$ cat config.mk
export PLATFORM = sky130hd
export DESIGN_NAME = mjpid_mac
export DESIGN_NICKNAME = d
export VERILOG_FILES = /design/src/design/mjpid_pkg.sv /design/src/design/mjpid_mac.sv
export SDC_FILE = /design/constraint.sdc
export NUM_CORES = 2
export LEC_CHECK = 0
export ABC_AREA = 1
export BUFFER_PORTS_ARGS = -buffer_cell sky130_fd_sc_hd__buf_2
export CAP_MARGIN = 20
export CORE_MARGIN = 1
export CORE_UTILIZATION = 30
export CTS_BUF_LIST = sky130_fd_sc_hd__clkbuf_4 sky130_fd_sc_hd__clkbuf_8
export DETAILED_ROUTE_END_ITERATION = 8
export HOLD_SLACK_MARGIN = 0.1
export REMOVE_ABC_BUFFERS = 1
export SYNTH_ARGS = -nofsm -noshare
export SYNTH_HDL_FRONTEND = slang
export SYNTH_SLANG_ARGS = --single-unit
$ cat constraint.sdc
create_clock -name clk -period 6.76 [get_ports clk]
set_input_delay 0.338 -clock clk [delete_from_list [all_inputs] [get_ports clk]]
set_output_delay 0.338 -clock clk [all_outputs]
set_load 0.01 [all_outputs]
$ cat src/design/mjpid_pkg.sv
// Shared types and constants for the multi-joint PID controller.
// No dependencies; imported by every design module.
`timescale 1ns / 1ps

package mjpid_pkg;

  localparam int CFG_REGS   = 8;
  localparam int CFG_IDX_W  = 3;
  localparam int CFG_W      = 64;
  localparam int GAIN_W     = 16;
  localparam int JOINT_W    = 3;
  localparam int POS_W      = 32;
  localparam int ERR_W      = POS_W + 1;
  localparam int INTEG_W    = 40;
  localparam int CLAMP_W    = GAIN_W + 1 + 8;
  localparam int PE_PROD_W  = GAIN_W + ERR_W;
  localparam int INT_PROD_W = GAIN_W + INTEG_W;
  localparam int SUM_W      = INT_PROD_W + 2;
  localparam int FRAC_SHIFT = 8;
  localparam int TORQUE_W   = 32;

  typedef enum logic [CFG_IDX_W-1:0] {
    REG_PROP_LO   = 3'd0,
    REG_PROP_HI   = 3'd1,
    REG_INTEG_LO  = 3'd2,
    REG_INTEG_HI  = 3'd3,
    REG_DERIV_LO  = 3'd4,
    REG_DERIV_HI  = 3'd5,
    REG_LIMIT_LO  = 3'd6,
    REG_LIMIT_HI  = 3'd7
  } cfg_reg_t;

  typedef struct packed {
    logic [JOINT_W-1:0]      joint;
    logic signed [POS_W-1:0] position;
    logic signed [POS_W-1:0] velocity;
    logic signed [POS_W-1:0] target_position;
    logic signed [POS_W-1:0] target_velocity;
    logic                    target_fresh;
  } sample_t;

  typedef struct packed {
    logic [JOINT_W-1:0]         joint_out;
    logic signed [TORQUE_W-1:0] torque;
  } result_t;

  typedef struct packed {
    logic signed [GAIN_W-1:0] kp;
    logic signed [GAIN_W-1:0] ki;
    logic signed [GAIN_W-1:0] kd;
    logic signed [GAIN_W-1:0] clamp;
  } gains_t;

  typedef struct packed {
    logic [JOINT_W-1:0]        joint;
    logic                      run;
    logic signed [ERR_W-1:0]   pe;
    logic signed [ERR_W-1:0]   ve;
    logic signed [INTEG_W-1:0] acc;
    logic signed [GAIN_W-1:0]  kp;
    logic signed [GAIN_W-1:0]  ki;
    logic signed [GAIN_W-1:0]  kd;
  } stage1_t;

  typedef struct packed {
    logic [JOINT_W-1:0]           joint;
    logic                         run;
    logic signed [PE_PROD_W-1:0]  p_prod;
    logic signed [INT_PROD_W-1:0] i_prod;
    logic signed [PE_PROD_W-1:0]  d_prod;
  } stage2_t;

  // Picks joint j's Q8.8 halfword from a low/high register pair.
  function automatic logic signed [GAIN_W-1:0] gain_sel(
    input logic [CFG_W-1:0]   lo,
    input logic [CFG_W-1:0]   hi,
    input logic [JOINT_W-1:0] joint
  );
    logic [CFG_W-1:0] w;
    w = joint[2] ? hi : lo;
    return w[{joint[1:0], 4'b0000} +: GAIN_W];
  endfunction

endpackage

$ cat src/design/mjpid_mac.sv
// Product stage and sum/round/saturate stage feeding the result register.
// Depends on mjpid_pkg.
`timescale 1ns / 1ps

module mjpid_mac
  import mjpid_pkg::*;
(
  input  logic    clk,
  input  logic    rst,
  input  stage1_t s1,
  input  logic    en2,
  input  logic    s2_valid,
  input  logic    en3,
  output result_t result
);

  stage2_t s2;

  logic signed [SUM_W-1:0]    sum;
  logic signed [TORQUE_W-1:0] torque_sat;

  always_ff @(posedge clk) begin
    if (en2) begin
      s2.joint  <= s1.joint;
      s2.run    <= s1.run;
      s2.p_prod <= $signed(s1.kp) * $signed(s1.pe);
      s2.i_prod <= $signed(s1.ki) * $signed(s1.acc);
      s2.d_prod <= $signed(s1.kd) * $signed(s1.ve);
    end
  end

  always_comb begin
    sum = {{(SUM_W - PE_PROD_W){s2.p_prod[PE_PROD_W-1]}}, s2.p_prod}
        + {{(SUM_W - INT_PROD_W){s2.i_prod[INT_PROD_W-1]}}, s2.i_prod}
        + {{(SUM_W - PE_PROD_W){s2.d_prod[PE_PROD_W-1]}}, s2.d_prod};
    // floor shift by 8, then clip to 32 bits
    if (sum[SUM_W-1:FRAC_SHIFT+TORQUE_W-1] == '0 ||
        sum[SUM_W-1:FRAC_SHIFT+TORQUE_W-1] == '1) begin
      torque_sat = sum[FRAC_SHIFT+TORQUE_W-1:FRAC_SHIFT];
    end else begin
      torque_sat = sum[SUM_W-1] ? {1'b1, {(TORQUE_W - 1){1'b0}}}
                                : {1'b0, {(TORQUE_W - 1){1'b1}}};
    end
  end

  always_ff @(posedge clk) begin
    if (en3) begin
      result.joint_out <= s2.joint;
      result.torque    <= s2.run ? torque_sat : '0;
    end
  end

  a_stale_zero: assert property (@(posedge clk) disable iff (rst)
    en3 && s2_valid && !s2.run |=> result.torque == '0)
    else $error("stale or out-of-range sample gave nonzero torque");

endmodule

Word level (Yosys, flattened, before mapping)
Cells that the tools add are included.
- bits of input ports: 163
- register bits after elaboration: 193
- output and inout port bits: 35
- mux-type cells: 2
- multipliers: 3
- equal/unequal tests: 1
- add/sub/neg operators: 2
- reductions and logical operators: 2
- operators with widths (operator ; count):
    multiplier 16 x 33 -> 49 bit ; 2
    two-way mux 32 bit ; 2
    adder 57 x 49 -> 58 bit ; 1
    adder 49 x 56 -> 57 bit ; 1
    multiplier 16 x 40 -> 56 bit ; 1
    equality test 19 bit, second input constant ; 1
    logical NOT 19 bit ; 1
    logical OR 1 bit ; 1

Logic depth before layout (Yosys ltp)
- depth after elaboration: 5
- gate-level depth with buffers: 30

Worst setup path before layout
Ideal clock, no wire load.
- kind: input -> register
- from: input s1[105] (netlist bit)
- to: register s2[48] (netlist bit), data pin
- cell stages on the path: 25
- library setup time: 0.262 ns
- path buffers: 2
- setup slack: 0.745 ns
- arrival time: 5.753 ns
- path through: clkbuf_1 > clkbuf_1 > nand2_1 > fa_1 > inv_1 > fa_1 > inv_1 > fa_1 > inv_1 > fa_1 > fa_1 > inv_1 > fa_1 > inv_1 > ha_1 > nand2_1 > nor2_1 > inv_1 > nor3_1 > a21oi_1 > o21ai_0 > nand2_1 > nand2_1 > a21oi_1 > xor2_1
- cells in the longest elaborated chain, start to end: 1
- RTL lines (item ; RTL line ; RTL):
    start: declaration ; mjpid_mac.sv:10 ; input stage1_t s1,
    multiplier 16 x 33 -> 49 bit ; mjpid_mac.sv:28 ; s2.d_prod <= $signed(s1.kd) * $signed(s1.ve);
    end: declaration ; mjpid_mac.sv:17 ; stage2_t s2;
No other way between the ends.
A chain may end at the register's enable or synchronous reset.

Worst setup path after layout
- from: input s1[5] (netlist bit)
- to: register s2[43] (netlist bit), data pin
Same word-level chain as after synthesis.

==> results.py <==
metrics = {
    "run_status": {
        "status": "complete, no violations",
    },
    "logic_synthesis": {
        "syn_area_um2": 72600,
        "synth.lib_cells_used.distinct": 49,
        "synth-simple-area-share_pct": 15.5,
        "yosysMostFrequentCell": "inv_1",
        "ys.flop_type": "edfxtp_1",
        "synth_edf_count": 193,
        "ys_async_sr_fraction_pct": 0,
        "synth_top_area_share_pct": 45.6,
        "synth_top_family_by_area": "adder cells",
        "synth_compound_area_share_pct": 4.25,
        "synth_warnings": 0,
        "ys_seq_area_share_pct": 7.98,
        "synth_fa_ha_area_share_pct": 52.8,
        "ys_seq_elements": 193,
        "synth_commonest_cells": "inv_1 (2,895), nand2_1 (2,324), fa_1 (1,653)",
        "synth-xor-area-share_pct": 2.45,
        "yosysTopAreaCell": "fa_1",
        "synth_mux_area_share_pct": 0,
        "synth_area_per_cell_um2": 7.92,
        "postSynthCellCount": 9172,
        "synth.area.top_cells": "fa_1 (46%), inv_1 (15%), nand2_1 (12%)",
    },
    "floorplan": {
        "initial_core_util_pct": 30.2,
        "core_um2": 241000,
        "dieArea_um2": 244000,
        "row_count": 180,
        "die_w_um": 494,
        "ioPinCount": 198,
        "die_h_um": 494,
    },
    "place": {
        "dp_hpwl_um": 168000,
        "post_dp_cell_area_um2": 78000,
        "routabilityCongestion": 0.953,
        "placed_cells": 12368,
        "port_buffers": 195,
    },
    "global_route": {
        "overflow": 0,
        "grt_max_degree": 63,
        "grt_pass1_vias": 58982,
        "grt_pass1_wl_um": 324000,
        "grt_use_total_pct": 16.9,
        "antenna_found_initial": 15,
    },
    "drt": {
        "drt_first_pass_iters": 6,
        "ant_nets": 0,
        "wire_per_inst_um": 16.1,
        "vias": 55403,
        "drtIter0Drc": 3708,
        "totalWireLength_um": 200000,
        "drc": 0,
        "viasPerCell": 4.46,
    },
    "cts": {
        "numCtsBuffers": 17,
        "htreeDepth": 4,
        "clkSlewWorstSetupHoldPaths_ps": 110,
        "clock_sinks": 193,
        "cts_tree": "done",
        "cts_root_buf": "clkbuf_8",
        "ctsResizeCount": 0,
        "clockBufferDepth": 2,
        "clkLatencyLatePin_ps": 550,
    },
    "timing": {
        "fin_crit_sh_pct": 90.1,
        "setup-violations-final": 0,
        "setup_tns_ps": 0,
        "tightest_slew_ps": 1090,
        "hold_violations": 0,
        "relSlewSlack_pct": 26.9,
        "min_period_ps": 6090,
        "fmax_mhz": 164,
        "slew_viol_final": 0,
        "rsz0062_at_grt": "no",
        "finClkSkew_ps": 26.3,
    },
    "finish": {
        "stdcell_count": 12413,
        "n_fill_cell": 25603,
        "syn2layout_area_growth_pct": 8.12,
        "stdcell_area_um2": 78500,
        "nets": 11440,
        "layout-drive-gt1-share_pct": 5.62,
    },
    "worst_setup_path": {
        "cp-end-kind": "register",
        "crit_type": "in -> reg",
        "arrival_ps": 6370,
        "crit_fanout": 23,
        "required_ps": 7040,
        "crit_path_start_kind": "input port",
    },
    "flow_run": {
        "cap_violations": 0,
    },
    "hold_path": {
        "hold_path.class": "in -> reg",
    },
}
## metrics by stage
step	setup slack, ps	hold slack, ps	util [%]
global placement	135	404	32.4
finish	669	289	32.7
CTS	708	301	32.6
floorplan	883	400	-
global route	263	307	32.6
detailed placement	136	418	32.4
## cell type report
type | instances | area, um^2 | share of cell area (%)
multi-input cells | 5690 | 54400 | 69.3
inverters | 2899 | 10900 | 13.9
flip-flops and latches | 193 | 5800 | 7.38
well taps | 3185 | 3990 | 5.07
repair buffers | 405 | 2940 | 3.75
clock buffers | 17 | 234 | 0.298
clock inverters | 15 | 231 | 0.295
diodes | 9 | 22.5 | 0.0287
## worst paths after layout
check	from	to	slack [ps]	cells after the start
min	en2	s2[154]	290	1
max	s1[5]	s2[43]	670	23
max reg2reg	s2[48]	result[0]	1830	16
min reg2reg	s2[155]	result[32]	440	0
## flip-flops by register name, indices dropped and copies added (netlist names)
| signal | cells |
|---|---|
| result | 35 |
| s2 | 158 |
## critical path: stages
cell and delay, ps:
buf_2 580, buf_4 330, nand2_1 100, fa_1 520, inv_1 50, fa_1 470, inv_1 50, fa_1 490
inv_1 50, fa_1 480, fa_1 480, inv_1 50, fa_1 490, inv_1 50, ha_1 460, nand2_1 120
nor2_1 110, inv_1 70, nor2_1 140, nand3_1 80, o21ai_0 450, a31oi_1 210, xnor2_1 190
## cell families after synthesis
logic type,count (synthesis)
simple gates,2884
compound gates,532
xor+xnor,203
fa+ha+maj,2071
flops,193
buf+inv,3289
## cells in the final DEF, fill, tap and decap left out, types with 11 or more instances in the layout
master,count
a21o_1,13
a21oi_1,257
a21oi_2,29
a31oi_1,56
buf_12,30
buf_2,194
buf_4,176
clkbuf_8,17
edfxtp_1,193
fa_1,1653
ha_1,418
inv_1,2894
nand2_1,2324
nand3_1,102
nand4_1,14
nor2_1,346
nor2_2,14
nor3_1,25
nor4_1,11
o211ai_1,12
o21a_1,15
o21ai_0,99
o21bai_1,15
or2_2,18
xnor2_1,80
xor2_1,123
## metal layers
metal | up-vias | GRT usage, % | share of wire (%)
met3 | 219 | 1.96 | 5.6
met4 | 14 | 4.42 | 2.7
li1 | 25870 | - | -
met1 | 27821 | 23.0 | 44
met2 | 1479 | 28.3 | 47
met5 | - | 0 | 0.042
## what timing repair did
action | 4_1_cts | 5_1_grt
hold endpoints to repair | 4 | 0
endpoints found under the setup margin | 0 | 0
buffers inserted | 0 | 0
hold buffers | 4 | 0
Power is not shown: default switching activity piles up to over one toggle a cycle in this logic, so the estimate is an artifact.
