`config.mk`:
```
export PLATFORM = sky130hd
export DESIGN_NAME = mjpid_integ
export DESIGN_NICKNAME = d
export VERILOG_FILES = /design/src/design/mjpid_pkg.sv /design/src/design/mjpid_integ.sv
export SDC_FILE = /design/constraint.sdc
export NUM_CORES = 1
export LEC_CHECK = 0
export ABC_AREA = 1
export ABC_CLOCK_PERIOD_IN_PS = 13000
export BUFFER_PORTS_ARGS = -buffer_cell sky130_fd_sc_hd__buf_2
export CAP_MARGIN = 20
export CORE_ASPECT_RATIO = 1.5
export CORE_MARGIN = 5
export CORE_UTILIZATION = 38
export DETAILED_ROUTE_END_ITERATION = 8
export PLACE_DENSITY_LB_ADDON = 0.2
export SYNTH_ARGS = -nofsm -noshare
export SYNTH_HDL_FRONTEND = slang
export SYNTH_SLANG_ARGS = --single-unit
```
`constraint.sdc`:
```
create_clock -name clk -period 13 [get_ports clk]
set_input_delay 1.3 -clock clk [delete_from_list [all_inputs] [get_ports clk]]
set_output_delay 1.3 -clock clk [all_outputs]
set_load 0.05 [all_outputs]
```
`src/design/mjpid_pkg.sv`:
```
// Shared types and constants for the multi-joint PID controller.
// No dependencies; imported by every design module.
`timescale 1ns / 1ps

package mjpid_pkg;

  localparam int CFG_REGS   = 8;
  localparam int CFG_IDX_W  = 3;
  localparam int CFG_W      = 64;
  localparam int GAIN_W     = 16;
  localparam int JOINT_W    = 3;
  localparam int POS_W      = 32;
  localparam int ERR_W      = POS_W + 1;
  localparam int INTEG_W    = 40;
  localparam int CLAMP_W    = GAIN_W + 1 + 8;
  localparam int PE_PROD_W  = GAIN_W + ERR_W;
  localparam int INT_PROD_W = GAIN_W + INTEG_W;
  localparam int SUM_W      = INT_PROD_W + 2;
  localparam int FRAC_SHIFT = 8;
  localparam int TORQUE_W   = 32;

  typedef enum logic [CFG_IDX_W-1:0] {
    REG_PROP_LO   = 3'd0,
    REG_PROP_HI   = 3'd1,
    REG_INTEG_LO  = 3'd2,
    REG_INTEG_HI  = 3'd3,
    REG_DERIV_LO  = 3'd4,
    REG_DERIV_HI  = 3'd5,
    REG_LIMIT_LO  = 3'd6,
    REG_LIMIT_HI  = 3'd7
  } cfg_reg_t;

  typedef struct packed {
    logic [JOINT_W-1:0]      joint;
    logic signed [POS_W-1:0] position;
    logic signed [POS_W-1:0] velocity;
    logic signed [POS_W-1:0] target_position;
    logic signed [POS_W-1:0] target_velocity;
    logic                    target_fresh;
  } sample_t;

  typedef struct packed {
    logic [JOINT_W-1:0]         joint_out;
    logic signed [TORQUE_W-1:0] torque;
  } result_t;

  typedef struct packed {
    logic signed [GAIN_W-1:0] kp;
    logic signed [GAIN_W-1:0] ki;
    logic signed [GAIN_W-1:0] kd;
    logic signed [GAIN_W-1:0] clamp;
  } gains_t;

  typedef struct packed {
    logic [JOINT_W-1:0]        joint;
    logic                      run;
    logic signed [ERR_W-1:0]   pe;
    logic signed [ERR_W-1:0]   ve;
    logic signed [INTEG_W-1:0] acc;
    logic signed [GAIN_W-1:0]  kp;
    logic signed [GAIN_W-1:0]  ki;
    logic signed [GAIN_W-1:0]  kd;
  } stage1_t;

  typedef struct packed {
    logic [JOINT_W-1:0]           joint;
    logic                         run;
    logic signed [PE_PROD_W-1:0]  p_prod;
    logic signed [INT_PROD_W-1:0] i_prod;
    logic signed [PE_PROD_W-1:0]  d_prod;
  } stage2_t;

  // Picks joint j's Q8.8 halfword from a low/high register pair.
  function automatic logic signed [GAIN_W-1:0] gain_sel(
    input logic [CFG_W-1:0]   lo,
    input logic [CFG_W-1:0]   hi,
    input logic [JOINT_W-1:0] joint
  );
    logic [CFG_W-1:0] w;
    w = joint[2] ? hi : lo;
    return w[{joint[1:0], 4'b0000} +: GAIN_W];
  endfunction

endpackage

```
`src/design/mjpid_integ.sv`:
```
// Error stage: position/velocity errors and the per-joint integrator update.
// Depends on mjpid_pkg.
`timescale 1ns / 1ps

module mjpid_integ
  import mjpid_pkg::*;
#(
  parameter int JOINTS = 7
) (
  input  logic    clk,
  input  logic    rst,
  input  sample_t s0,
  input  logic    s0_valid,
  input  logic    en1,
  input  gains_t  gains,
  output stage1_t s1
);

  localparam int IDX_W = (JOINTS > 1) ? $clog2(JOINTS) : 1;

  logic signed [INTEG_W-1:0] integ_q [JOINTS];

  logic [IDX_W-1:0]          idx;
  logic                      in_range;
  logic                      run;
  logic signed [ERR_W-1:0]   pe;
  logic signed [ERR_W-1:0]   ve;
  logic signed [INTEG_W-1:0] acc_rd;
  logic [GAIN_W:0]           clamp_mag;
  logic signed [INTEG_W:0]   lim;
  logic signed [INTEG_W:0]   acc_ext;
  logic signed [INTEG_W:0]   sum_ext;
  logic                      below;
  logic signed [INTEG_W-1:0] acc_sat;
  logic signed [INTEG_W-1:0] acc_new;
  logic                      wr;

  always_comb begin
    idx      = s0.joint[IDX_W-1:0];
    in_range = {1'b0, s0.joint} < (JOINT_W + 1)'(JOINTS);
    run      = s0.target_fresh && in_range;
    pe = {s0.target_position[POS_W-1], s0.target_position}
       - {s0.position[POS_W-1], s0.position};
    ve = {s0.target_velocity[POS_W-1], s0.target_velocity}
       - {s0.velocity[POS_W-1], s0.velocity};
    acc_rd = in_range ? integ_q[idx] : '0;

    // |clamp| as unsigned Q9.8; the most negative code maps to +32768
    clamp_mag = gains.clamp[GAIN_W-1] ? ((GAIN_W + 1)'(0) - {1'b1, gains.clamp})
                                      : {1'b0, gains.clamp};
    lim = $signed({{(INTEG_W + 1 - CLAMP_W){1'b0}}, clamp_mag, 8'b0});

    acc_ext = {acc_rd[INTEG_W-1], acc_rd};
    below   = (acc_ext < lim) && (acc_ext > -lim);
    sum_ext = acc_ext + {{(INTEG_W + 1 - ERR_W){pe[ERR_W-1]}}, pe};

    if (sum_ext[INTEG_W] != sum_ext[INTEG_W-1]) begin
      acc_sat = sum_ext[INTEG_W] ? {1'b1, {(INTEG_W - 1){1'b0}}}
                                 : {1'b0, {(INTEG_W - 1){1'b1}}};
    end else begin
      acc_sat = sum_ext[INTEG_W-1:0];
    end

    acc_new = below ? acc_sat : acc_rd;
    wr      = s0_valid && en1 && run && below;
  end

  always_ff @(posedge clk) begin
    if (rst) begin
      for (int i = 0; i < JOINTS; i++) begin
        integ_q[i] <= '0;
      end
    end else if (wr) begin
      integ_q[idx] <= acc_new;
    end
  end

  always_ff @(posedge clk) begin
    if (en1) begin
      s1.joint <= s0.joint;
      s1.run   <= run;
      s1.pe    <= pe;
      s1.ve    <= ve;
      s1.acc   <= acc_new;
      s1.kp    <= gains.kp;
      s1.ki    <= gains.ki;
      s1.kd    <= gains.kd;
    end
  end

  // at or beyond the clamp the integrator is passed through untouched
  a_hold_at_clamp: assert property (@(posedge clk) disable iff (rst)
    s0_valid && en1 && run && !below |=> s1.acc == $past(acc_rd))
    else $error("integrator moved while at its clamp");

  a_no_write_stale: assert property (@(posedge clk) disable iff (rst)
    wr |-> s0.target_fresh && in_range)
    else $error("integrator written for a stale or out-of-range sample");

endmodule

```
# ---- Word-level counts from Yosys, hierarchy flattened
# Memories as Yosys holds them, arrays and structs flattened.
# Cells that the tools add are included.
dict set report classes {
  add_sub_neg 5
  multipliers 0
  div_mod_pow 0
  n_lt_le_gt_ge 3
  n_eq_ne 1
  shifts 0
  n_mux 13
  n_bitwise 0
  n_reduce_logical 6
}
# cell count
set ops {}
lappend ops {{40-bit two-way mux} 5}
lappend ops {{32-bit by 32-bit subtractor with 33-bit output} 2}
lappend ops {{40-bit by 33-bit adder with 41-bit output} 1}
lappend ops {{40-bit by 41-bit > comparator with 1-bit output} 1}
lappend ops {{25-bit negator with 41-bit output} 1}
lappend ops {{40-bit by 26-bit less-than comparator with 1-bit output} 1}
lappend ops {{40-bit OR reduction} 1}
lappend ops {{17-bit two-way mux} 1}
lappend ops {{1-bit by 17-bit subtractor with 17-bit output (first input constant)} 1}
lappend ops {{1-bit two-way mux} 6}
lappend ops {{1-bit logical AND} 5}
lappend ops {{3-bit less-than comparator (second input constant)} 1}
lappend ops {{3-bit two-way mux} 1}
lappend ops {{1-bit != test} 1}
dict set report totals {
  reg_bits 158
  latch_bits 0
  ram_bits 280
  mem_bits_ro 0
  inputBits 200
  mem_count 1
}
# name depth width rd rd_ports_with_merged_regs write_ports line_no
set memory_table {}
lappend memory_table {integ_q 7 40 1 0 7 mjpid_integ.sv:21} ;# logic signed [INTEG_W-1:0] integ_q [JOINTS];

# ---- Logic depth before layout (Yosys ltp)
# Gate-level depths: netlist (run 1).
dict set report depth {
  depth_word 11
  ltp_mapped 36
  depth_no_buf 35
}

# ---- Least setup slack after synthesis (run 1)
# No wires, ideal clock.
dict set report synth_path {
  path_kind {input -> register}
  startpoint {in gains[0] in the netlist's numbering}
  endpoint {mem integ_q[5][0], enable pin}
  t_arrival_ps 7713
  required_ps 12502
  setup_slack_ps 4789
  cell_stages 24
  n_path_buf 1
  path_cell_list {inv_1 ha_1 inv_1 nor3_1 nand3_1 o21ai_0 o21ai_0 xor2_1 inv_1 nand2_1 clkbuf_1 nor3_1 ha_1 ha_1 nand2_1 nor2_1 nand2_1 nor3b_1 nand4_1 nand3_1 nand3_1 nand2_2 nand3_4 o31ai_1}
}
# item line_no
set synth_rtl {}
lappend synth_rtl {{from (decl)} mjpid_integ.sv:15} ;# input gains_t gains,
lappend synth_rtl {{to (decl)} mjpid_integ.sv:21}

==> flow_metrics.py, run 1 <==
metrics = {
    "status": {
        "outcome": "finished clean",
    },
    "die": {
        "die_h_um": 343,
        "die_w_um": 232,
        "initial_core_util_pct": 38.2,
        "rows": 122,
        "dieArea_um2": 79700,
        "core_um2": 73600,
        "ios": 358,
    },
    "synthesis": {
        "synth_seq_cells": 478,
        "ys_dominant_reg_cell": "edfxtp_1",
        "synth-edff-count": 438,
        "seq_area_frac_synth_pct": 49.6,
        "netlist_area_um2": 28100,
        "post-synth-top-count-cell": "nand2_1",
        "syn_inst": 3331,
        "yosysTopAreaCell": "edfxtp_1",
        "syn_area_per_cell_um2": 8.45,
        "async_flop_share_pct": 0,
        "yosys-top-cells-area": "edfxtp_1 (47%), nand2_1 (9.9%), nor2_1 (7.1%)",
        "synth_commonest_cells": "nand2_1 (740), nor2_1 (530), edfxtp_1 (438), inv_1 (393), o21ai_0 (230)",
        "yosys_warnings": 0,
        "synth.distinct_cells": 49,
        "synth_top_area_share_pct": 46.7,
    },
    "sta": {
        "final.setup.tns_ps": 0,
        "worst_pin_slew_ps": 1190,
        "rsz0062_at_grt": "false",
        "max_freq_ghz": 0.128,
        "skew_ps": 37.9,
        "fin_ws_ps": 5170,
        "relSlewSlack_pct": 20.5,
        "drv_slew": 0,
        "hold_viol_final": 0,
        "hold_ws_ps": 449,
        "period_needed_ps": 7830,
        "fin_crit_sh_pct": 60.2,
        "finalSetupViolations": 0,
    },
    "route": {
        "avgRoutedWirePerCell_um": 20.9,
        "drc_errors": 0,
        "vias": 24000,
        "viasPerCell": 5.08,
        "first_iter_violations": 1436,
        "drt_first_pass_iters": 5,
        "ant_nets": 0,
        "wirelength_mm": 98.8,
    },
    "setup_path": {
        "start_kind": "input pin",
        "critPathKind": "input pin to flip-flop",
        "arrival_ps": 8040,
        "worst_ep_required_time_ps": 13210,
        "critPathCaptureType": "flip-flop",
        "crit_path_max_fanout": 41,
    },
    "place": {
        "place_area_um2": 31000,
        "port_buffers": 357,
        "dp.cells": 4631,
        "dpl.hpwl_mm": 73.2,
        "pre_cts_ws_ps": 4450,
        "gp_congestion": 0.990,
    },
    "min_path": {
        "hold_path.class": "flip-flop to flip-flop",
    },
    "cts": {
        "htree_levels": 2,
        "root_buffer": "clkbuf_16",
        "numClockSinks": 478,
        "clockBufferDepth": 3,
        "clkSlewWorstSetupHoldPaths_ps": 60,
        "cts_tree": "yes",
        "clkLatencyLatePin_ps": 630,
        "ctsResizeCount": 0,
        "numCtsBuffers": 50,
        "hold_buffers": 0,
        "cts_setup_buffers": 0,
    },
    "power": {
        "combinationalPowerShare_pct": 31.5,
        "ir_worst_vdd_uv": 98.8,
        "p_int_mw": 3.01,
        "p_seq_share_pct": 38.3,
        "switchingPower_mw": 1.78,
        "cellPowerDensity_nw_per_um2": 146,
        "leakagePower_nw": 14.7,
        "clock_power_share_pct": 30.2,
        "netSwitchingFraction_pct": 37.1,
    },
    "global_routing": {
        "gr-total-overflow": 0,
        "grt_max_degree": 82,
        "antenna_found_initial": 3,
        "grt_pass1_wl_mm": 144,
        "gr-usage-all-layers_pct": 24.0,
        "grt_pass1_vias": 24200,
    },
    "cells_and_area": {
        "fin_area_um2": 32700,
        "layoutNonFillerInstCount": 4727,
        "drive_gt1_share_pct": 13.7,
        "area_growth_pct": 16.1,
        "n_fill_cell": 7521,
        "nets": 4052,
    },
    "flow_run": {
        "drv_cap": 0,
    },
}
-- kinds of logic after synthesis --
kind of cell | after synthesis | share of synthesized area (%)
flops | 478 | 49.6
buf+inv | 514 | 7.37
other cells | 2 | 0.0267
compound gates | 524 | 10.1
fa+ha+maj | 160 | 7.19
xor+xnor | 110 | 3.42
simple gates | 1543 | 22.3
-- routing by layer --
layer | up-vias | share of wire [%] | track usage (%)
met5 | - | 0.014 | 0
met4 | 2 | 6.6 | 13.5
met3 | 224 | 5.4 | 3.61
met2 | 791 | 52 | 44.8
met1 | 11300 | 36 | 25.6
li1 | 11700 | - | -
-- critical path: stages --
cell     delay, ps
buf_2          120
inv_1          130
ha_1           160
inv_1           50
nor3_1         180
nand3_1        120
o21ai_0        430
o21ai_0        200
xor2_1         330
inv_1          160
nand2_1        480
nor3_1         110
ha_1           210
ha_1           330
nand2_1         90
nor2_1         140
nand2_1         90
nor3b_1        280
nand4_1        170
nand3_1        120
nand3_1         90
nand2_2        170
nand4_1        200
nor2_1         310
nand3_2        820
nand2_2       1210
-- path summary, 6_finish.rpt --
kind | from | end | slack (ps) | cells past startpoint
hold / removal | integ_q[6][23]$_SDFFE_PP0P_ | integ_q[6][23]$_SDFFE_PP0P_ | 450 | 2
hold reg to reg | integ_q[6][23]$_SDFFE_PP0P_ | integ_q[6][23]$_SDFFE_PP0P_ | 450 | 2
setup reg to reg | integ_q[6][23]$_SDFFE_PP0P_ | integ_q[0][25]$_SDFFCE_PN0P_ | 7210 | 19
setup / recovery | gains[0] | integ_q[0][25]$_SDFFCE_PN0P_ | 5170 | 26
-- area by class of cell --
class	instances	area, um2	area share [%]
clock inverter	21	206	0.632
inverter	398	1500	4.58
multi-input combinational	2379	12300	37.7
tap	992	1240	3.80
timing repair buffer	385	2040	6.25
clock buffer	72	1410	4.30
antenna	2	5.00	0.0153
sequential	478	14000	42.7
-- layout by cell type, fill, tap and decap left out, types with 19 or more instances in the layout --
cell       Yosys  layout
a21oi_1      169     169
a31oi_1       30      30
buf_2         54     354
buf_4          8      28
clkbuf_16      0      51
conb_1         2      42
dfxtp_1       40      40
edfxtp_1     438     438
ha_1         157     157
inv_1        393     393
nand2_1      740     736
nand2_2       22      26
nand3_1      170     165
nand4_1       24      24
nor2_1       530     530
nor3_1        32      31
o21ai_0      230     229
o21ai_1       19      19
xnor2_1       37      37
xor2_1        73      73
-- flip-flops by register name (all words and copies together), names as in the netlist --
signal	count
integ_q	320
s1	158
-- power by group through the flow --
stage	Combinational [mW]	Sequential [mW]	Clock, mW
after CTS	1.50	1.83	1.48
final	1.51	1.83	1.44
after global routing	1.62	1.84	1.53
after detailed placement	1.49	1.86	0
after floorplan	0.743	2.11	0
after global placement	1.50	1.86	0
-- through the flow --
step	power (mW)	util, %
3_3_place_gp	3.36	42.2
5_1_grt	5.00	44.4
4_1_cts	4.81	44.4
3_5_place_dp	3.36	42.2
2_1_floorplan	2.85	-
6_report	4.78	44.4
Note: power is estimated with default switching activity, not from simulation.
==> run 2: changes to the inputs <==
ABC_AREA = 0   (was 1)
ABC_CLOCK_PERIOD_IN_PS = 6900   (was 13000)
clock period = 6.9 ns   (was 13 ns; I/O delays follow)
==> run 2 against run 1 <==
Against the previous run: sequential share of layout area decreased by 2.5 points; area after synthesis shrank 7.4%; flip-flop and latch count fell by 30; global-route usage increased by 0.34 points; wire length shrank 6.1%; sequential power grew 76%; power rose by 81%; setup slack got worse by 4500 ps; critical endpoint is now integ_q[3][11]$_SDFFCE_PN0P_.
==> flow_metrics.py, run 2 <==
metrics = {
    "route": {
        "viasPerCell": 5.45,
        "drt_first_pass_iters": 6,
        "vias": 21600,
        "avgRoutedWirePerCell_um": 23.4,
        "drc_errors": 0,
        "wirelength_mm": 92.8,
        "ant_nets": 0,
        "first_iter_violations": 1623,
    },
    "cts": {
        "root_buffer": "clkbuf_16",
        "clockBufferDepth": 3,
        "numCtsBuffers": 44,
        "clkLatencyLatePin_ps": 620,
        "htree_levels": 2,
        "numClockSinks": 448,
        "cts_tree": "yes",
        "cts_setup_buffers": 0,
        "ctsResizeCount": 0,
        "clkSlewWorstSetupHoldPaths_ps": 80,
        "hold_buffers": 0,
    },
    "die": {
        "dieArea_um2": 74100,
        "ios": 358,
        "die_h_um": 331,
        "rows": 117,
        "core_um2": 67900,
        "die_w_um": 224,
        "initial_core_util_pct": 38.4,
    },
    "cells_and_area": {
        "final_common_cell": "edfxtp_1",
        "seq_area_um2": 13100,
        "n_fill_cell": 6322,
        "drive_gt1_share_pct": 25.4,
        "area_growth_pct": 24.4,
        "largest_register": "integ_q",
        "nets": 3396,
        "reg_top3": "integ_q (290), s1 (158)",
        "largest_register_ffs": 290,
        "layout_common_cells": "edfxtp_1 (408), nor2_1 (366), buf_2 (355)",
        "multiInputGateArea_um2": 12000,
        "layoutNonFillerInstCount": 3962,
    },
    "global_routing": {
        "grt_max_degree": 78,
        "grt_pass1_vias": 21500,
        "gr-usage-all-layers_pct": 24.3,
        "antenna_found_initial": 9,
        "grt_pass1_wl_mm": 137,
        "gr-total-overflow": 0,
    },
    "status": {
        "outcome": "finished clean",
    },
    "synthesis": {
        "synth-edff-count": 408,
        "yosysTopAreaCell": "edfxtp_1",
        "netlist_area_um2": 26100,
        "yosys-top-cells-area": "edfxtp_1 (47%), ha_1 (7.5%), nor2_1 (5.3%)",
        "ys_dominant_reg_cell": "edfxtp_1",
        "async_flop_share_pct": 0,
        "yosys_warnings": 0,
        "syn_inst": 2458,
        "syn_area_per_cell_um2": 10.6,
        "post-synth-top-count-cell": "edfxtp_1",
        "synth_seq_cells": 448,
        "synth.distinct_cells": 79,
        "synth_top_area_share_pct": 47.0,
        "seq_area_frac_synth_pct": 50.1,
        "synth_commonest_cells": "edfxtp_1 (408), nor2_1 (366), inv_1 (158), ha_1 (157), a21oi_1 (154)",
    },
    "place": {
        "pre_cts_ws_ps": 42.9,
        "gp_congestion": 0.954,
        "dpl.hpwl_mm": 72.5,
        "port_buffers": 357,
        "dp.cells": 3882,
    },
    "power": {
        "leakagePower_nw": 13.8,
        "cellPowerDensity_nw_per_um2": 266,
        "ir_worst_vdd_uv": 169,
    },
    "setup_path": {
        "critPathCaptureType": "flip-flop",
        "arrival_ps": 6710,
        "crit_path_max_fanout": 9,
        "start_kind": "input pin",
        "worst_ep_required_time_ps": 7350,
        "critPathKind": "input pin to flip-flop",
    },
    "sta": {
        "fin_crit_sh_pct": 90.8,
        "rsz0062_at_grt": "false",
        "period_needed_ps": 6260,
        "final.setup.tns_ps": 0,
        "relSlewSlack_pct": 35.1,
        "fin_ws_ps": 636,
        "max_freq_ghz": 0.160,
        "drv_slew": 0,
        "hold_viol_final": 0,
        "skew_ps": 25.9,
        "finalSetupViolations": 0,
        "worst_pin_slew_ps": 964,
    },
    "min_path": {
        "hold_path.class": "input pin to flip-flop",
    },
    "flow_run": {
        "drv_cap": 0,
    },
}
run 2: cell count changes after synthesis, moves of 29 or more:
cell,previous run,this run
a211oi_1,4,40
a21o_1,6,61
buf_2,54,22
clkbuf_1,44,73
edfxtp_1,438,408
inv_1,393,158
mux2i_1,0,48
mux4_2,0,36
nand2_1,740,144
nand2b_1,0,52
nand3_1,170,38
nor2_1,530,366
nor2b_1,0,31
o21ai_0,230,105
run 2: final cells by class:
cell class                 instances  area share [%]
multi-input combinational       1749            37.1
tap                              892            3.44
antenna                            1         0.00772
clock buffer                      54            3.61
sequential                       448            40.2
inverter                         159            1.84
clock inverter                    25           0.772
timing repair buffer             634            13.0
run 2: metrics by stage:
stage               total power, mW  cell area, um2  hold slack [ps]  util [%]
finish                         8.64           32400              252      47.7
floorplan                      4.99           26100              425         -
detailed placement             6.23           31000              445      45.7
global route                   9.02           32400              227      47.7
global placement               6.21           31000              434      45.7
CTS                            8.71           32400              214      47.7
run 2: cells by family after synthesis:
logic type / share of synthesized area, %
AOI/OAI and AO/OA: 14.2
DFF: 50.1
adders and majority gates: 8.15
other: 0.0288
and+or+nand+nor: 13.9
buffers and inverters: 4.09
xor gates and xnor gates: 3.70
muxes: 5.82
run 2: worst max-delay path: stages:
cell and delay (ps):
buf_2 100, or3_1 380, or4_1 450, or4_1 490, nand2_1 120, xor2_1 200, buf_4 160, nand4_1 110
nor3b_1 360, nand3_1 120, buf_4 220, nor2_1 160, ha_1 150, and4_1 210, nand4_1 80, buf_4 170
nor4_1 390, a2bb2oi_1 250, o211a_1 200, a31o_2 310, nor4_4 540, buf_4 300, buf_12 130, nand2b_1 200
nor2_1 180
run 2: routing by layer:
layer | GRT usage (%) | vias to the layer above | share of wire, %
li1 | - | 10100 | -
met1 | 28.9 | 10500 | 39
met2 | 44.2 | 831 | 51
met3 | 3.91 | 166 | 6.4
met4 | 8.99 | 10 | 4.2
met5 | 0 | - | 0.056
run 2: power by group:
group	switching [mW]	internal [mW]
Combinational	1.86	1.10
Sequential	0.0568	3.17
Clock	1.09	1.36
Total	3.01	5.63
run 2: worst paths after layout:
kind,from,cells after the start,slack (ps),to
worst max-delay path,gains[1],25,640,integ_q[3][11]$_SDFFCE_PN0P_
worst min-delay path,gains[38],1,250,s1[22]$_DFFE_PP_
worst max register to register,integ_q[3][30]$_SDFFCE_PN0P_,16,1880,integ_q[3][11]$_SDFFCE_PN0P_
worst min register to register,integ_q[6][14]$_SDFFE_PP0P_,2,460,integ_q[6][14]$_SDFFE_PP0P_
