File: src/design/mjpid_pkg.sv
// Shared types and constants for the multi-joint PID controller.
// No dependencies; imported by every design module.
`timescale 1ns / 1ps

package mjpid_pkg;

  localparam int CFG_REGS   = 8;
  localparam int CFG_IDX_W  = 3;
  localparam int CFG_W      = 64;
  localparam int GAIN_W     = 16;
  localparam int JOINT_W    = 3;
  localparam int POS_W      = 32;
  localparam int ERR_W      = POS_W + 1;
  localparam int INTEG_W    = 40;
  localparam int CLAMP_W    = GAIN_W + 1 + 8;
  localparam int PE_PROD_W  = GAIN_W + ERR_W;
  localparam int INT_PROD_W = GAIN_W + INTEG_W;
  localparam int SUM_W      = INT_PROD_W + 2;
  localparam int FRAC_SHIFT = 8;
  localparam int TORQUE_W   = 32;

  typedef enum logic [CFG_IDX_W-1:0] {
    REG_PROP_LO   = 3'd0,
    REG_PROP_HI   = 3'd1,
    REG_INTEG_LO  = 3'd2,
    REG_INTEG_HI  = 3'd3,
    REG_DERIV_LO  = 3'd4,
    REG_DERIV_HI  = 3'd5,
    REG_LIMIT_LO  = 3'd6,
    REG_LIMIT_HI  = 3'd7
  } cfg_reg_t;

  typedef struct packed {
    logic [JOINT_W-1:0]      joint;
    logic signed [POS_W-1:0] position;
    logic signed [POS_W-1:0] velocity;
    logic signed [POS_W-1:0] target_position;
    logic signed [POS_W-1:0] target_velocity;
    logic                    target_fresh;
  } sample_t;

  typedef struct packed {
    logic [JOINT_W-1:0]         joint_out;
    logic signed [TORQUE_W-1:0] torque;
  } result_t;

  typedef struct packed {
    logic signed [GAIN_W-1:0] kp;
    logic signed [GAIN_W-1:0] ki;
    logic signed [GAIN_W-1:0] kd;
    logic signed [GAIN_W-1:0] clamp;
  } gains_t;

  typedef struct packed {
    logic [JOINT_W-1:0]        joint;
    logic                      run;
    logic signed [ERR_W-1:0]   pe;
    logic signed [ERR_W-1:0]   ve;
    logic signed [INTEG_W-1:0] acc;
    logic signed [GAIN_W-1:0]  kp;
    logic signed [GAIN_W-1:0]  ki;
    logic signed [GAIN_W-1:0]  kd;
  } stage1_t;

  typedef struct packed {
    logic [JOINT_W-1:0]           joint;
    logic                         run;
    logic signed [PE_PROD_W-1:0]  p_prod;
    logic signed [INT_PROD_W-1:0] i_prod;
    logic signed [PE_PROD_W-1:0]  d_prod;
  } stage2_t;

  // Picks joint j's Q8.8 halfword from a low/high register pair.
  function automatic logic signed [GAIN_W-1:0] gain_sel(
    input logic [CFG_W-1:0]   lo,
    input logic [CFG_W-1:0]   hi,
    input logic [JOINT_W-1:0] joint
  );
    logic [CFG_W-1:0] w;
    w = joint[2] ? hi : lo;
    return w[{joint[1:0], 4'b0000} +: GAIN_W];
  endfunction

endpackage

File: src/design/mjpid_cfg.sv
// Configuration register file and per-joint gain lookup.
// Depends on mjpid_pkg.
`timescale 1ns / 1ps

module mjpid_cfg
  import mjpid_pkg::*;
(
  input  logic                 clk,
  input  logic                 rst,
  input  logic                 cfg_valid,
  output logic                 cfg_ready,
  input  logic [CFG_IDX_W-1:0] cfg_index,
  input  logic [CFG_W-1:0]     cfg_data,
  input  logic [JOINT_W-1:0]   joint,
  output gains_t               gains
);

  logic [CFG_W-1:0] regs [CFG_REGS];

  assign cfg_ready = 1'b1;

  always_ff @(posedge clk) begin
    if (rst) begin
      for (int i = 0; i < CFG_REGS; i++) begin
        regs[i] <= '0;
      end
    end else if (cfg_valid && cfg_ready) begin
      regs[cfg_index] <= cfg_data;
    end
  end

  always_comb begin
    gains.kp    = gain_sel(regs[REG_PROP_LO], regs[REG_PROP_HI], joint);
    gains.ki    = gain_sel(regs[REG_INTEG_LO], regs[REG_INTEG_HI], joint);
    gains.kd    = gain_sel(regs[REG_DERIV_LO], regs[REG_DERIV_HI], joint);
    gains.clamp = gain_sel(regs[REG_LIMIT_LO], regs[REG_LIMIT_HI], joint);
  end

endmodule

File: config.mk
export PLATFORM = sky130hd
export DESIGN_NAME = mjpid_cfg
export DESIGN_NICKNAME = d
export VERILOG_FILES = /design/src/design/mjpid_pkg.sv /design/src/design/mjpid_cfg.sv
export SDC_FILE = /design/constraint.sdc
export NUM_CORES = 1
export LEC_CHECK = 0
export ABC_AREA = 1
export BUFFER_PORTS_ARGS = -buffer_cell sky130_fd_sc_hd__buf_2
export CAP_MARGIN = 25
export CORE_ASPECT_RATIO = 0.5
export CORE_MARGIN = 2
export CORE_UTILIZATION = 28
export CTS_CLUSTER_DIAMETER = 200
export DETAILED_ROUTE_END_ITERATION = 16
export GPL_ROUTABILITY_DRIVEN = 0
export PLACE_DENSITY = 0.47
export SLEW_MARGIN = 20
export SYNTH_ARGS = -nofsm -noshare
export SYNTH_HDL_FRONTEND = slang
export SYNTH_SLANG_ARGS = --single-unit
File: constraint.sdc
create_clock -name clk -period 7.67 [get_ports clk]
set_clock_uncertainty 0.15 [all_clocks]
set_input_delay 0.767 -clock clk [delete_from_list [all_inputs] [get_ports clk]]
set_output_delay 0.767 -clock clk [all_outputs]
set_load 0.05 [all_outputs]
# == After elaboration in Yosys (flattened, before gate mapping) ==
# Memory sizes are Yosys's and may differ from the RTL's.
# Cells that the tools add are included.
# classes
n_shift,4
muxes,12
reduce_logical,1
# op_table
op,count
64-bit 2-to-1 mux,5
64-bit by 7-bit variable part select with 16-bit output,4
64-bit OR reduction,1
1-bit 2-to-1 mux,6
3-bit 2-to-1 mux,1
# word_totals
ff_bits,0
ramBits,512
out_inout_bits,65
elab_cells,18
n_memories,1
# memory_table
name,depth,width,rd,rd_clocked_by_memory_dff,write_ports,line_no,rtl
regs,8,64,8,0,8,mjpid_cfg.sv:18,logic [CFG_W-1:0] regs [CFG_REGS];

# == Logic depth before layout (Yosys ltp) ==
# Gate-level depths: netlist (run 1).
# logic_depth
ltp_word,5
ltp_mapped,9

# == Worst setup path before layout (run 1) ==
# OpenSTA, ideal clock, no wires.
# synth_timing
path_kind,input port to flip-flop
startpoint,in rst
endpoint,mem regs[1][0] (enable)
t_arrival_ps,2822
required_time_ps,7096
path_slack_ps,4274
path_stages,7
n_path_buf,2
cell_sequence,inv_2 -> nand2_2 -> nor2_4 -> nand2_2 -> buf_6 -> buf_6 -> nand2_1
# synth_lines
item,line_no,rtl
start: declaration,mjpid_cfg.sv:9,"input logic rst,"
end: declaration,mjpid_cfg.sv:18,

==> results_dict.tcl, run 1 <==
set metrics [dict create \
    num_rows 77 \
    setup_tns_ps 0 \
    antenna_found_initial 0 \
    critPathMaxFanout 147 \
    cap_violations 0 \
    die_y_um 215.6 \
    drc 0 \
    path_cells "clkbuf_8 > buf_12 > buf_4 > nand2_1 > nand3_1 > nand2_1 > nand2_1 > nand2_1 > buf_2" \
    cp.required_ps 6750 \
    grt_start_max_net_pins 148 \
    numPortBuffers 136 \
    dr.pass1.iters 5 \
    syn-num-nets 2948 \
    top_register "regs" \
    status "complete, no violations" \
    postCtsHoldBufs 0 \
    leakagePower_uw 0.01346 \
    synth_most_common_cell "nand2_1" \
    grt_overflow 0 \
    hold_path_end "regs[1][57]$_SDFFCE_PN0P_" \
    worstHoldStart "cfg_data[57]" \
    irDropWorstVdd_mv 0.1285 \
    ys_seq_area_share_pct 61.34 \
    routedWlPerCell_um 19.73 \
    cts_root_buf "clkbuf_16" \
    async_flop_share_pct 0 \
    slew_violations 0 \
    yosysUniqueCellTypes 16 \
    post_cts_buffers 0 \
    largest_register_ffs 512 \
    syn-instance-count 2875 \
    ctsResizeCount 0 \
    cpMaxStageDelayCell "buf_4" \
    numCtsBuffers 53 \
    cp.arrival_ps 3760 \
    ys_top_cells_by_area "edfxtp_1 61%, nand2_1 13%, inv_1 8.7%" \
    num_vias 18530 \
    synth_common_cells "845 x nand2_1, 581 x inv_1, 512 x edfxtp_1" \
    clockBufferDepth 3 \
    cts_max_level 2 \
    fmax_mhz 213.8 \
    path_buf_inv 4 \
    critPathCaptureType "primary output" \
    holdPathStages 3 \
    drtIter0Drc 1719 \
    num-nets-final 3011 \
    layout-drive-gt1-share_pct 8.566 \
    grt_pass1_wl_mm 121.1 \
    antenna_cells 0 \
    yosysTopAreaCell "edfxtp_1" \
    viasPerCell 4.453 \
    cp-start-kind "input pin" \
    synth_ff_type "edfxtp_1" \
    die_w_um 427.1 \
    synth_area_um2 25070 \
    finalSetupViolCount 0 \
    worst_pin_slew_ps 1099 \
    tritoncts "yes" \
    avgSynthCellArea_um2 8.719 \
    drt_wl_total_mm 82.10 \
    clk_pin_slew_worst_paths_ps 60 \
    placed_cell_area_um2 26560 \
    maxSlewHeadroom_pct 26.73 \
    synth-seq-cells 512 \
    critPathTopFamily "buffers and inverters" \
    period_share_pct 60.99 \
    fin_area_um2 28130 \
    cpMostUsedCell "nand2_1" \
    synth_edf_count 512 \
    ios 138 \
    synth_top_area_share_pct 61.34 \
    cp_slowest_stage_delay_ps 790 \
    track_usage_pct 17.80 \
    initial_core_util_pct 28.31 \
    hold_class "in2reg" \
    drt.antenna.violating_nets 0 \
    ys_warn_count 0 \
    rsz0062_at_grt "false" \
    powerDensity_nw_per_um2 232.5 \
    die-area_um2 92080 \
    numClockSinks 512 \
    period_needed_ps 4678 \
    grt_pass1_vias 17450 \
    post-dp-hpwl_mm 48.74 \
    area_growth_syn_to_layout_pct 12.24 \
    top_regs "regs: 512 flops" \
    crit_type "in2out" \
    final_hold_viol_count 0 \
    fp.coreArea_um2 88540 \
]
-- per-layer routing --
layer | wire length, µm | part of all wire [%] | track usage (%)
met4 | 1920 | 2.3 | 4.495
met3 | 4982 | 6.1 | 2.347
met2 | 37250 | 45 | 27.90
met5 | 0 | 0 | 0
met1 | 37950 | 46 | 25.89
-- stage by stage --
stage | power, µW | hold WS, ps | worst slack (ps) | util, % | std cells
2_1_floorplan | 3887 | 905.4 | 4274 | - | 2875
3_3_place_gp | 4195 | 1046 | 3162 | 29.97 | 4065
3_5_place_dp | 4203 | 1053 | 3159 | 30.00 | 4066
4_1_cts | 6586 | 406.7 | 3152 | 31.73 | 4160
5_1_grt | 6773 | 457.5 | 2904 | 31.78 | 4162
6_report | 6543 | 431.9 | 2992 | 31.78 | 4162
-- layout make-up --
cell class	instances	area (µm²)
tap	1185	1483
inverter	584	2202
sequential	512	15370
timing repair buffer	163	964.7
fill	9313	60400
multi-input combinational	1624	6579
clock buffer	70	1433
clock inverter	24	98.84
-- power by group --
part	switching [µW]	total [µW]	internal, µW	leakage, µW
Combinational	667	842	175	0.00781
Sequential	42.2	3300	3250	0.00491
Clock	1100	2400	1300	0.000743
Total	1810	6540	4730	0.0135
-- worst min-delay path, delay by kind of cell --
family                 cells  cell delay [ps]
buffers and inverters      2              190
and+or+nand+nor            1              120
-- worst max path at each step --
stage	startpoint	to	slack [ps]	cells past startpoint
after floorplan	rst	regs[1][0]$_SDFFCE_PN0P_	4270	7
after global placement	joint[2]	gains[5]	3160	9
after detailed placement	joint[2]	gains[14]	3160	9
after CTS	joint[2]	gains[14]	3150	9
after global routing	joint[2]	gains[14]	2900	9
final	joint[2]	gains[14]	2990	9
-- cells in the final DEF, fill, tap and decap left out, types with 2 or more instances in the layout --
master and instances:
buf_2 134, nand2_1 833, edfxtp_1 512, clkinv_1 20, clkbuf_16 55, buf_4 23, clkbuf_1 15, nor2_4 2
nand2_4 16, inv_1 580, nor2_1 505, buf_12 4, nor2_2 10, clkinv_2 3, nand3_1 256, inv_2 2
-- kinds of logic after synthesis --
logic type	after synthesis	share of synthesized area [%]
flip-flops	512	61.34
AND/OR/NAND/NOR	1623	25.79
buffers and inverters	739	12.86
other	1	0.01496
No activity file was read; power rests on OpenSTA's default activity.
==> run 2, diff against run 1 <==
--- a/config.mk
+++ b/config.mk
@@ -5,7 +5,7 @@
 export SDC_FILE = /design/constraint.sdc
 export NUM_CORES = 1
 export LEC_CHECK = 0
-export ABC_AREA = 1
+export ABC_AREA = 0
 export BUFFER_PORTS_ARGS = -buffer_cell sky130_fd_sc_hd__buf_2
 export CAP_MARGIN = 25
 export CORE_ASPECT_RATIO = 0.5
==> constraint.sdc (replaced) <==
create_clock -name clk -period 4.85 [get_ports clk]
set_clock_uncertainty 0.15 [all_clocks]
set_input_delay 0.485 -clock clk [delete_from_list [all_inputs] [get_ports clk]]
set_output_delay 0.485 -clock clk [all_outputs]
set_load 0.05 [all_outputs]
==> run 2 against run 1 <==
  * Combinational power up 56%
  * Sequential power grew 58%
  * Cell count fell by 36%
  * Final area down 7.1%
  * Via count fell by 27%
  * Non-clock buffer count rose by 3
  * Count of clock-buffer cells in the layout is 4 lower
  * First-iteration DRC count is 20% lower
  * Sequential share of layout area increased by 4.2 points
  * Critical path type unchanged
  * Largest cell class unchanged
==> results_dict.tcl, run 2 <==
set metrics [dict create \
    status "complete, no violations" \
    track_usage_pct 16.82 \
    critPathMaxFanout 53 \
    final_hold_viol_count 0 \
    ys_seq_area_share_pct 67.62 \
    grt_start_max_net_pins 144 \
    worst_pin_slew_ps 1030 \
    initial_core_util_pct 28.45 \
    ios 138 \
    fmax_mhz 309.4 \
    die-area_um2 83630 \
    post_cts_buffers 0 \
    numClockSinks 512 \
    cts_root_buf "clkbuf_16" \
    synth_area_um2 22740 \
    ys_warn_count 0 \
    setup_tns_ps 0 \
    top_register "regs" \
    die_y_um 205.5 \
    synth_top_area_share_pct 67.62 \
    drc 0 \
    top_regs "regs: 512 flops" \
    period_needed_ps 3232 \
    rsz0062_at_grt "false" \
    viasPerCell 5.133 \
    final_core_util_pct 32.70 \
    dpl.cell_count 2548 \
    drtIter0Drc 1375 \
    numCtsBuffers 52 \
    yosysUniqueCellTypes 17 \
    grt_overflow 0 \
    numPortBuffers 136 \
    finalSetupViolCount 0 \
    syn-instance-count 1446 \
    tritoncts "yes" \
    cap_violations 0 \
    yosysTopAreaCell "edfxtp_1" \
    grt_pass1_vias 13660 \
    slew_violations 0 \
    layout_common_cells "512 x nor3_1, 512 x edfxtp_1, 133 x buf_2" \
    fp.coreArea_um2 79920 \
    powerDensity_nw_per_um2 407.3 \
    critPathCaptureType "primary output" \
    drt_wl_total_mm 70.00 \
    post-dp-hpwl_mm 42.90 \
    syn-num-nets 1519 \
    postCtsHoldBufs 0 \
    crit_type "in2out" \
    area_growth_syn_to_layout_pct 14.95 \
    antenna_found_initial 3 \
    cp.required_ps 4220 \
    cp.arrival_ps 2600 \
    largest_register_ffs 512 \
    dr.pass1.iters 7 \
    clockBufferDepth 3 \
    num-nets-final 1588 \
    ys_top_cells_by_area "edfxtp_1 68%, mux4_2 13%, nor3_1 11%" \
    avgSynthCellArea_um2 15.72 \
    grt_pass1_wl_mm 101.8 \
    drt.antenna.violating_nets 0 \
    clk_pin_slew_worst_paths_ps 60 \
    synth_ff_type "edfxtp_1" \
    async_flop_share_pct 0 \
    synth_edf_count 512 \
    cp-start-kind "input pin" \
    irDropWorstVdd_mv 0.2457 \
    leakagePower_uw 0.007927 \
    maxSlewHeadroom_pct 31.32 \
    die_w_um 407.0 \
    ctsResizeCount 0 \
    routedWlPerCell_um 26.47 \
    period_share_pct 66.64 \
    synth-seq-cells 512 \
    cts_max_level 2 \
    layout-drive-gt1-share_pct 28.15 \
    num_vias 13570 \
    instances_no_fill 2644 \
    num_rows 73 \
    hold_class "in2reg" \
    synth_common_cells "512 x edfxtp_1, 512 x nor3_1, 128 x mux4_2" \
]
-- run 2: cell count changes after synthesis, moves of 64 or more --
cell / previous run / this run
mux4_2: 0 / 128
nand3_1: 256 / 0
mux2_2: 0 / 64
inv_1: 581 / 0
nor2_1: 505 / 0
clkinv_1: 0 / 64
nand2_1: 845 / 1
nor3_1: 0 / 512
-- run 2: critical path, stage by stage --
cell    delay (ps)
buf_8          490
buf_12         350
mux4_2         550
mux2_2         360
buf_2          240
-- run 2: layout make-up --
type / instances / area (µm²)
antenna: 1 / 2.502
clock buffer: 66 / 1396
clock inverter: 29 / 311.5
fill: 7822 / 53790
inverter: 64 / 240.2
multi-input combinational: 719 / 6386
sequential: 512 / 15370
tap: 1087 / 1360
timing repair buffer: 166 / 1062
-- run 2: report_power, final --
| group | switching, µW | leakage, µW | internal [µW] |
|---|---|---|---|
| Sequential | 72.8 | 0.00491 | 5140 |
| Clock | 1720 | 0.000830 | 2400 |
| Combinational | 928 | 0.00219 | 380 |
-- run 2: cells by family after synthesis --
family                 Yosys count  share of synthesized area (%)
AOI/OAI and AO/OA                8                         0.2642
buffers and inverters          215                          4.804
DFF                            512                          67.62
muxes                          192                          15.85
other                            1                        0.01649
and+or+nand+nor                518                          11.44
-- run 2: path summary, 6_finish.rpt --
| path | start | endpoint | slack [ps] | cells past startpoint |
|---|---|---|---|---|
| worst min-delay path | cfg_data[11] | regs[7][11]$_SDFFCE_PN0P_ | 270 | 3 |
| worst max-delay path | joint[2] | gains[14] | 1620 | 5 |
-- run 2: metrics by stage --
stage	area, µm²	setup slack (ps)	power, µW	hold slack [ps]
2_1_floorplan	22740	-110.4	6176	664.0
3_3_place_gp	24420	1566	6647	886.9
3_5_place_dp	24420	1552	6646	892.5
4_1_cts	26130	1550	10750	242.7
5_1_grt	26130	1511	10970	277.1
6_report	26130	1618	10640	273.5
-- run 2: layer usage --
metal  part of all wire, %  track usage (%)  up-vias
met5                     0                0        -
met4                   2.0            3.981        0
met3                   5.0            2.114       71
met2                    46            25.88      387
met1                    47            25.21     7245
li1                      -                -     5868
==> run 3, diff against run 2 <==
==> constraint.sdc (replaced) <==
create_clock -name clk -period 3.4 [get_ports clk]
set_clock_uncertainty 0.15 [all_clocks]
set_input_delay 0.34 -clock clk [delete_from_list [all_inputs] [get_ports clk]]
set_output_delay 0.34 -clock clk [all_outputs]
set_load 0.05 [all_outputs]
==> run 3 against run 2 <==
  * Total power grew 41%
  * Hold slack lost 180 ps
  * Sequential power increased by 43%
  * Critical path depth stayed put
  * Wire length is 3.7% lower
  * Combinational power increased by 47%
  * Flip-flop and latch count unchanged
  * Count of clock-buffer cells in the layout is 3 higher
  * Die area unchanged
  * Worst setup slack worse by 910 ps
  * Utilization grew 0.24 points
  * Final area increased by 0.74%
  * Largest power group unchanged
==> results_dict.tcl, run 3 (synthesis gave the netlist of run 2 again) <==
set metrics [dict create \
    holdPathStages 3 \
    viasPerCell 4.983 \
    period_share_pct 79.19 \
    num_rows 73 \
    drc 0 \
    drt_wl_total_mm 67.39 \
    leakagePower_uw 0.008034 \
    p_comb_share_pct 12.8 \
    slew_violations 0 \
    postCtsHoldBufs 0 \
    worstHoldStart "cfg_data[59]" \
    cts_root_buf "clkbuf_16" \
    drtIter0Drc 1096 \
    drt.antenna.violating_nets 0 \
    area_growth_syn_to_layout_pct 15.79 \
    post_cts_buffers 0 \
    power_uw 15020 \
    final_hold_viol_count 0 \
    die-area_um2 83630 \
    rsz0062_at_grt "false" \
    fp.coreArea_um2 79920 \
    p_sw_share_pct 26.15 \
    layout_common_cells "512 x nor3_1, 512 x edfxtp_1, 133 x buf_2" \
    num_vias 13270 \
    status "complete, no violations" \
    grt_pass1_vias 13690 \
    largest_register_ffs 512 \
    initial_core_util_pct 28.45 \
    power.switching_uw 3927 \
    p_seq_share_pct 49.5 \
    ctsResizeCount 0 \
    cp-start-kind "input pin" \
    grt_overflow 0 \
    cp.arrival_ps 2200 \
    numClockSinks 512 \
    track_usage_pct 16.24 \
    clk_pin_slew_worst_paths_ps 60 \
    hold_class "in2reg" \
    finalSetupViolCount 0 \
    maxSlewHeadroom_pct 26.58 \
    layout-drive-gt1-share_pct 29.01 \
    die_y_um 205.5 \
    tritoncts "yes" \
    antenna_found_initial 9 \
    hold_path_end "regs[7][59]$_SDFFCE_PN0P_" \
    fmax_mhz 371.4 \
    powerDensity_nw_per_um2 570.4 \
    post-dp-hpwl_mm 40.62 \
    crit_type "in2out" \
    cp.required_ps 2910 \
    num-nets-final 1602 \
    grt_pass1_wl_mm 98.88 \
    numPortBuffers 136 \
    intPower_uw 11090 \
    top_regs "regs: 512 flops" \
    clkPwrFrac_pct 37.7 \
    routedWlPerCell_um 25.30 \
    cts_max_level 2 \
    die_w_um 407.0 \
    top_register "regs" \
    worst_pin_slew_ps 1101 \
    critPathCaptureType "primary output" \
    clockBufferDepth 3 \
    cap_violations 0 \
    dr.pass1.iters 5 \
    ios 138 \
    numCtsBuffers 53 \
    grt_start_max_net_pins 225 \
    critPathMaxFanout 30 \
    irDropWorstVdd_mv 0.3463 \
    instances_no_fill 2663 \
    dpl.cell_count 2560 \
    period_needed_ps 2692 \
]
## run 3: power by group through the flow
stage / Sequential [µW] / Clock, µW / Combinational, µW
finish: 7440 / 5650 / 1930
global route: 7470 / 6010 / 2030
CTS: 7440 / 5760 / 1970
detailed placement: 7570 / 0 / 1960
global placement: 7570 / 0 / 1960
floorplan: 7540 / 0 / 1260
## run 3: worst max-delay path: stages
cell and delay [ps]:
buf_8 330, buf_4 270, mux4_2 600, mux2_2 370, buf_2 230
## run 3: through the flow
step | setup slack (ps) | hold slack, ps | util (%) | setup TNS (ps) | cell area (µm²)
6_report | 707.6 | 93.93 | 32.94 | 0 | 26330
2_1_floorplan | -1234 | 519.1 | - | -249360 | 22760
3_3_place_gp | 700.9 | 699.9 | 30.84 | 0 | 24650
3_5_place_dp | 689.3 | 704.7 | 30.84 | 0 | 24650
4_1_cts | 682.7 | 63.99 | 32.89 | 0 | 26290
5_1_grt | 642.3 | 116.1 | 32.93 | 0 | 26320
## run 3: metal layers
| layer | part of all wire (%) | vias up | global-route usage, % | wire length [µm] |
|---|---|---|---|---|
| met3 | 4.8 | 65 | 2.503 | 3261 |
| met5 | 0.20 | - | 1.170 | 137 |
| met4 | 1.8 | 2 | 3.267 | 1198 |
| li1 | - | 5871 | - | - |
| met2 | 48 | 277 | 26.60 | 32510 |
| met1 | 45 | 7056 | 22.80 | 30280 |
## run 3: area by class of cell
class,instances,area [µm²]
well taps,1087,1360
clock inverters,29,209.0
clock buffers,69,1429
diodes,4,10.01
flip-flops and latches,512,15370
repair buffers,179,1318
inverters,64,240.2
fillers,7807,53590
multi-input cells,719,6386
## run 3: worst max path at each step
stage              from                       end  slack (ps)  cells after the start
4_1_cts        joint[2]                 gains[59]         680                      5
3_5_place_dp   joint[2]                 gains[59]         690                      5
2_1_floorplan       rst  regs[2][0]$_SDFFCE_PN0P_       -1230                      5
6_report       joint[2]                 gains[59]         710                      5
3_3_place_gp   joint[2]                 gains[59]         700                      5
5_1_grt        joint[2]                 gains[59]         640                      5
